**config.mk**
```make
export PLATFORM = sky130hd
export DESIGN_NAME = bss_ctrl
export DESIGN_NICKNAME = d
export VERILOG_FILES = /design/src/rtl/bss_pkg.sv /design/src/rtl/bss_ctrl.sv
export SDC_FILE = /design/constraint.sdc
export NUM_CORES = 1
export LEC_CHECK = 0
export BUFFER_PORTS_ARGS = -buffer_cell sky130_fd_sc_hd__buf_2
export CAP_MARGIN = 0
export CORE_AREA = 2 2 39 41
export CTS_BUF_LIST = sky130_fd_sc_hd__clkbuf_4 sky130_fd_sc_hd__clkbuf_8 sky130_fd_sc_hd__clkbuf_16
export DETAILED_ROUTE_END_ITERATION = 16
export DIE_AREA = 0 0 41 43
export GPL_ROUTABILITY_DRIVEN = 1
export PLACE_DENSITY = 0.56
export SLEW_MARGIN = 20
export SYNTH_ARGS = -nofsm -noshare
export SYNTH_HDL_FRONTEND = slang
export SYNTH_SLANG_ARGS = --single-unit
```
**constraint.sdc**
```tcl
create_clock -name clk_i -period 1.84 [get_ports clk_i]
set_clock_uncertainty 0.1 [all_clocks]
set_input_delay 0.276 -clock clk_i [delete_from_list [all_inputs] [get_ports clk_i]]
set_output_delay 0.276 -clock clk_i [all_outputs]
set_load 0.05 [all_outputs]
```
**src/rtl/bss_pkg.sv**
```systemverilog
`timescale 1ns / 1ps
// Package: shared constants, payload and control types, and the falloff stamp ROM.
package bss_pkg;

  // Buffer and stamp geometry
  localparam int COLS        = 64;
  localparam int ROWS        = 128;
  localparam int STAMP       = 16;
  localparam int COL_W       = $clog2(COLS);
  localparam int ROW_W       = $clog2(ROWS);
  localparam int ADDR_W      = ROW_W + COL_W;
  localparam int DEPTH       = ROWS * COLS;
  localparam int STAMP_W     = $clog2(STAMP);
  localparam int STAMP_CELLS = STAMP * STAMP;

  // Field and datapath widths
  localparam int VAL_W   = 24;
  localparam int AMT_W   = 17;
  localparam int FRAC_W  = 8;
  localparam int POS_W   = 16;
  localparam int POW_W   = 16;
  localparam int ENT_W   = 16;
  localparam int WGT_W   = FRAC_W + 1;
  localparam int SCALE_W = ENT_W + POW_W;
  localparam int PROD_W  = SCALE_W + AMT_W;
  localparam int CRD_W   = 10;
  localparam int CU_W    = 7;
  localparam int RU_W    = 8;
  localparam int KIND_W  = 2;

  // Configuration port
  localparam int APB_AW = 3;
  localparam int APB_DW = 32;

  localparam logic [VAL_W-1:0] VALUE_MAX  = {VAL_W{1'b1}};
  localparam longint unsigned  HEIGHT_Q16 = 62259;
  localparam longint unsigned  M2         = 2 * STAMP * STAMP;

  typedef enum logic [KIND_W-1:0] {
    KIND_CLEAR = 2'd0,
    KIND_SPLAT = 2'd1,
    KIND_READ  = 2'd2
  } req_kind_e;

  typedef enum logic [2:0] {
    ST_SWEEP,
    ST_IDLE,
    ST_SETUP,
    ST_SPLAT,
    ST_DRAIN,
    ST_READ,
    ST_FINISH
  } ctrl_state_e;

  typedef struct packed {
    logic [KIND_W-1:0]       req_type;
    logic signed [POS_W-1:0] x_pos;
    logic signed [POS_W-1:0] y_pos;
    logic [POW_W-1:0]        power;
    logic [ROW_W-1:0]        read_row;
    logic [COL_W-1:0]        read_col;
  } req_t;

  typedef struct packed {
    logic [VAL_W-1:0]  value;
    logic [KIND_W-1:0] done_kind;
  } res_t;

  typedef struct packed {
    logic capture;
    logic setup;
    logic issue;
    logic sweep;
    logic rd_req;
    logic finish;
  } ctrl_cmd_t;

  typedef struct packed {
    logic sweep_last;
    logic empty;
    logic issue_last;
    logic pipe_busy;
  } dp_status_t;

  typedef logic [STAMP_CELLS-1:0][ENT_W-1:0] stamp_rom_t;

  // Integer square root, evaluated only at elaboration.
  function automatic logic [63:0] isqrt(input logic [63:0] n_in);
    logic [63:0] n;
    logic [63:0] res;
    logic [63:0] bit_v;
    n     = n_in;
    res   = '0;
    bit_v = 64'd1 << 62;
    for (int i = 0; i < 32; i++) begin
      if (bit_v > n) bit_v = bit_v >> 2;
    end
    for (int i = 0; i < 32; i++) begin
      if (bit_v != '0) begin
        if (n >= res + bit_v) begin
          n   = n - (res + bit_v);
          res = (res >> 1) + bit_v;
        end else begin
          res = res >> 1;
        end
        bit_v = bit_v >> 2;
      end
    end
    return res;
  endfunction

  // Radial falloff: (0.95 * (1 - d/dmax))^4 in Q0.16, zero outside the circle.
  function automatic stamp_rom_t build_stamp_rom();
    stamp_rom_t  rom;
    int          dx;
    int          dy;
    logic [63:0] d2;
    logic [63:0] q;
    logic [63:0] r;
    logic [63:0] v;
    for (int y = 0; y < STAMP; y++) begin
      for (int x = 0; x < STAMP; x++) begin
        dx = 2 * x - STAMP;
        dy = 2 * y - STAMP;
        d2 = 64'(dx * dx + dy * dy);
        v  = '0;
        if (d2 <= M2) begin
          q = (d2 << 32) / M2;
          r = isqrt(q);
          if (r > 64'd65536) r = 64'd65536;
          v = (HEIGHT_Q16 * (64'd65536 - r)) >> 16;
          v = (v * v) >> 16;
          v = (v * v) >> 16;
        end
        rom[y * STAMP + x] = v[ENT_W-1:0];
      end
    end
    return rom;
  endfunction

  localparam stamp_rom_t STAMP_ROM = build_stamp_rom();

endpackage

```
**src/rtl/bss_ctrl.sv**
```systemverilog
`timescale 1ns / 1ps
// Controller: request sequencing state machine for the stamp splatter.
module bss_ctrl import bss_pkg::*; (
  input  logic              clk_i,
  input  logic              rst_ni,
  input  logic              start_i,
  input  logic [KIND_W-1:0] req_type_i,
  input  dp_status_t        status_i,
  output logic              busy_o,
  output ctrl_cmd_t         cmd_o
);

  ctrl_state_e state_q, state_d;
  logic        reply_q, reply_d;   // sweep answers a clear request

  always_ff @(posedge clk_i or negedge rst_ni) begin
    if (!rst_ni) begin
      state_q <= ST_SWEEP;
      reply_q <= 1'b0;
    end else begin
      state_q <= state_d;
      reply_q <= reply_d;
    end
  end

  always_comb begin
    state_d = state_q;
    reply_d = reply_q;
    cmd_o   = '0;
    busy_o  = (state_q != ST_IDLE);
    unique case (state_q)
      ST_SWEEP: begin
        cmd_o.sweep = 1'b1;
        if (status_i.sweep_last) begin
          state_d = reply_q ? ST_FINISH : ST_IDLE;
          reply_d = 1'b0;
        end
      end
      ST_IDLE: begin
        if (start_i) begin
          cmd_o.capture = 1'b1;
          unique case (req_type_i)
            KIND_CLEAR: begin
              state_d = ST_SWEEP;
              reply_d = 1'b1;
            end
            KIND_SPLAT: state_d = ST_SETUP;
            KIND_READ:  state_d = ST_READ;
            default:    state_d = ST_FINISH;
          endcase
        end
      end
      ST_SETUP: begin
        cmd_o.setup = 1'b1;
        state_d     = ST_SPLAT;
      end
      ST_SPLAT: begin
        if (status_i.empty) begin
          state_d = ST_FINISH;
        end else begin
          cmd_o.issue = 1'b1;
          if (status_i.issue_last) state_d = ST_DRAIN;
        end
      end
      ST_DRAIN: begin
        if (!status_i.pipe_busy) state_d = ST_FINISH;
      end
      ST_READ: begin
        cmd_o.rd_req = 1'b1;
        state_d      = ST_FINISH;
      end
      ST_FINISH: begin
        cmd_o.finish = 1'b1;
        state_d      = ST_IDLE;
      end
      default: state_d = ST_IDLE;
    endcase
  end

endmodule

```
## Yosys cells after proc, flatten, opt, wreduce, memory -nomap -nowiden

Index checks and enable logic that the tools add are counted.

| operators by class | value |
|---|---|
| equality and inequality tests | 14 |
| multiplexer cells | 20 |
| reductions and logical operators | 5 |

Operator list:

| kind | number |
|---|---|
| $mux W3 | 6 |
| $pmux W3 S6 | 1 |
| $mux W1 | 11 |
| $eq A3 B3 Y1 const B | 3 |
| $pmux W3 S3 | 1 |
| $reduce_and A4 Y1 | 2 |
| $eq A3 B2 Y1 const B | 2 |
| $ne A2 B2 Y1 const B | 3 |
| $eq A3 B1 Y1 const B | 1 |
| $logic_not A3 Y1 | 1 |
| $ne A3 B1 Y1 const B | 1 |
| $ne A3 B3 Y1 const B | 1 |
| $eq A2 B1 Y1 const B | 1 |
| $eq A2 B2 Y1 const B | 1 |
| $logic_not A2 Y1 | 1 |
| $ne A2 B1 Y1 const B | 1 |
| $pmux W1 S2 | 1 |
| $reduce_bool A2 Y1 | 1 |

| storage, ports and cells | value |
|---|---|
| register bits after elaboration | 4 |
| bits of input ports | 9 |
| word-level logic and storage cells | 41 |

## Longest topological paths before layout

| depth | value |
|---|---|
| depth after elaboration | 4 |
| gate-level depth with buffers | 4 |

## Worst setup path before layout

Ideal clock, no wire load.

| timing path | value |
|---|---|
| path type | register to output |
| start | register state_q[0] |
| end | output port cmd_o[0] (netlist name) |
| arrival | 1754 ps |
| data required time | 1464 ps |
| slack | -290 ps |
| stages on the path, launching flop included | 3 |
| path buffers | 1 |
| cells stage by stage | dfrtp_1 > buf_2 > nor3b_1 |

RTL lines:

| item | RTL line | source |
|---|---|---|
| start, declared | bss_ctrl.sv:13 | `ctrl_state_e state_q, state_d;` |
| start signal, assigned | bss_ctrl.sv:21 | `state_q <= state_d;` |
| end, declared | bss_ctrl.sv:10 | `output ctrl_cmd_t cmd_o` |

==> flow_results.org <==
** Finish
- The library cell used most frequently in the layout, excluding fill and tap cells, is sky130_fd_sc_hd__buf_2.
- Fill cells in the final layout number approximately 160.
- In the layout the commonest cells are sky130_fd_sc_hd__buf_2 (15), sky130_fd_sc_hd__nand2b_1 (5), sky130_fd_sc_hd__nand2_1 (4).
- Total Nets Final :: 72
- Area growth from synthesis to layout :: 38.8%
- Final instance area :: 483 µm²
- Antenna diode count :: 0
- In the final layout, the share of cells above drive strength 1 is 0.426.
- Once layout is complete, the cells apart from fillers number a little under 80.
- Once layout is complete, the utilization of the core stands at 0.349.

** Timing
- Period Utilization, post-route :: 0.949
- Worst hold margin :: 0.265 ns
- Setup violations remaining at the end of the flow were counted as 0.
- The hold violation total from the final report came to 0.
- The max-slew violation count is 0.
- Worst slew margin relative to its limit :: 0.728
- The smallest clock period supported by the final layout is computed as about 1.7 ns.
- Achievable clock frequency :: roughly 570 MHz
- Pin slew with the least headroom to its limit :: 0.408 ns

** Place
- Instance count after placement with tap cells included :: 73
- Port buffer count :: 15
- Cell Area, Placed :: about 450 µm²
- HPWL after DPL :: between 600 and 700 µm
- Routability Congestion :: 0.792

** Global routing
- The first global-routing pass estimated about 1.3 mm of wire.
- Number of global-route vias before repair :: between 300 and 400
- The initial antenna violation count was 0.
- Maximum number of pins on one net before global-route repair :: 14
- Global route total overflow :: 0
- Total global-route track usage :: 0.110

** Clock tree
- The cell sitting at the root of the clock tree is a sky130_fd_sc_hd__clkbuf_4.
- Number of clock buffers inserted by TritonCTS :: 3
- H-Tree Depth :: 1
- Bufs on Longest Clock Path :: 2
- CTS tree :: done
- CTS clock-pin slew for the worst setup and hold paths :: 0.04 ns
- Clk_lat worst skew :: between 0.2 and 0.25 ns
- Clock tree synthesis found a total of 4 sinks.

** Min path
- Worst hold path type :: in2async

** Drt
- In the routed layout, each cell is associated on average with a via count of about 5.1.
- The detail route stage leaves a number of antenna-violating nets equal to 0.
- Routed wire per std cell :: around 12 µm
- First-iteration detailed-routing DRC count :: 8
- Residual DRC count :: 0
- The routed layout has about 390 vias.
- The pre-antenna-repair detailed-routing pass consisted of 4 iterations.
- The routed design has about 900 µm of wire.

** Floorplan
- In this run the core area contains 14 standard-cell rows.
- The initial utilization of the core area, before any placement, comes to 0.251.
- Die width :: 41 µm
- The die covers 0.00176 mm².
- Core area :: 0.00138 mm²
- Vert. Die Dim :: approximately 43 µm
- Top Ports :: 16

** Critical path
- Data required time of the critical path :: 1.46 ns
- Arrival time worst endpoint :: ~1.4 ns
- On the worst path, the slowest cell contributes a delay of approximately 0.58 ns.
- The signal on the critical path passes through and4bb_2 -> buf_2.
- Critical path launch point type :: register
- STA classifies the critical path endpoint as an output pin.
- The critical path is of the reg2out type.
- Maximum fanout encountered on the critical timing path :: 13
- For this design, the slowest cell found on the critical path is sky130_fd_sc_hd__dfrtp_1.
- The worst register-to-register path begins at state_q[1].
- In this run the worst setup path begins at state_q[1].

** Yosys
- The Yosys step of the flow raised 0 warnings.
- Net count after synthesis :: 53
- Mean instance size in the synthesized netlist :: between 7 and 8 µm²
- Sequential area share after synthesis :: 0.288
- In the synthesized netlist the async set-or-reset flop fraction comes to 1.00.
- Number of enable flip-flop cells after synthesis :: 0
- Count of different cell masters after synthesis :: 25
- In the synthesized netlist, the number of instances is between 40 and 50.
- The mapped netlist covers approximately 350 µm².
- Ys flop type :: sky130_fd_sc_hd__dfrtp_1
- Yosys reg bits :: 4

** Power and ir drop
- Summed over all cells, the static leakage comes to roughly 0.23 nW.
- Maximum resistive drop on vdd :: between 0.5 and 0.6 mV
- Dividing total power by cell area gives a power density of around 1900 mW/mm².

** Run
- Across the run, the number of max-cap violations was 0.

** Status
- Outcome :: finished clean
==> cell type report <==
type                            instances  area (µm²)  share of cell area
Timing Repair Buffer                   17        92.6               0.192
Sequential cell                         4         101               0.210
Multi-Input combinational cell         34         235               0.487
Clock buffer                            3        22.5              0.0466
Inverter                                3        11.3              0.0233
Tap cell                               16        20.0              0.0415
==> critical path: cells and delay by family, from the launching register on <==
kind                   cells  cell delay (ns)
DFF                        1             0.58
and+or+nand+nor            1             0.29
buffers and inverters      1             0.26
==> cell usage after synthesis (2+ instances only) <==
master / n / area [µm²]
sky130_fd_sc_hd__nand2b_1: 5 / 31.3
sky130_fd_sc_hd__dfrtp_1: 4 / 100
sky130_fd_sc_hd__nand2_1: 4 / 15.0
sky130_fd_sc_hd__inv_1: 3 / 11.3
sky130_fd_sc_hd__nor2_1: 3 / 11.3
sky130_fd_sc_hd__nor3b_1: 3 / 22.5
sky130_fd_sc_hd__buf_2: 2 / 10.0
sky130_fd_sc_hd__nor3_1: 2 / 10.0
sky130_fd_sc_hd__o21ai_0: 2 / 10.0
==> sequential cells by signal (all words and copies together) (netlist names) <==
signal / flops
reply_q: 1
state_q: 3
==> cells by family (layout without fill, tap and decap cells) <==
| family | count (synthesis) | in the layout | synth area share |
|---|---|---|---|
| AO/OA/AOI/OAI | 12 | 12 | 0.252 |
| AND/OR/NAND/NOR | 22 | 22 | 0.367 |
| flip-flops | 4 | 4 | 0.288 |
| buffers and inverters | 6 | 23 | 0.0935 |
==> path summary, 6_finish.rpt <==
path | endpoint | slack (ns) | cells after the start
max in group asynchronous | state_q[2] | 1.24 | 2
worst max register to register | reply_q | 0.32 | 3
min in group clk_i | reply_q | 0.27 | 3
worst min-delay path | state_q[1] | 0.27 | 2
worst max-delay path | cmd_o[3] | 0.09 | 2
worst min register to register | reply_q | 0.46 | 1
==> per-layer routing <==
layer	global-route usage	part of all wire	vias up
met3	0.0471	0.043	0
li1	-	-	194
met1	0.161	0.48	186
met4	0.0400	0	0
met5	0	0	-
met2	0.141	0.47	9
==> report_power, final <==
group / switching, mW / internal [mW]
registers: 0.119 / 0.135
clock network: 0.0358 / 0.0730
logic: 0.357 / 0.205
==> metrics by stage <==
stage	TNS [ns]	worst slack [ns]	total power [mW]
2_1_floorplan	0	0.143	0.706
3_3_place_gp	0	0.343	0.811
3_5_place_dp	0	0.339	0.811
4_1_cts	0	0.0869	0.926
5_1_grt	-0.00772	-0.00589	1.00
6_report	0	0.0947	0.926
==> timing repair <==
item	in CTS	in global routing
endpoints found under the setup margin	0	1
buffers inserted	0	0
endpoints found under the hold margin	4	0
hold buffers	1	0
gates resized for setup	0	1
Power figures use the tool's default switching activity.
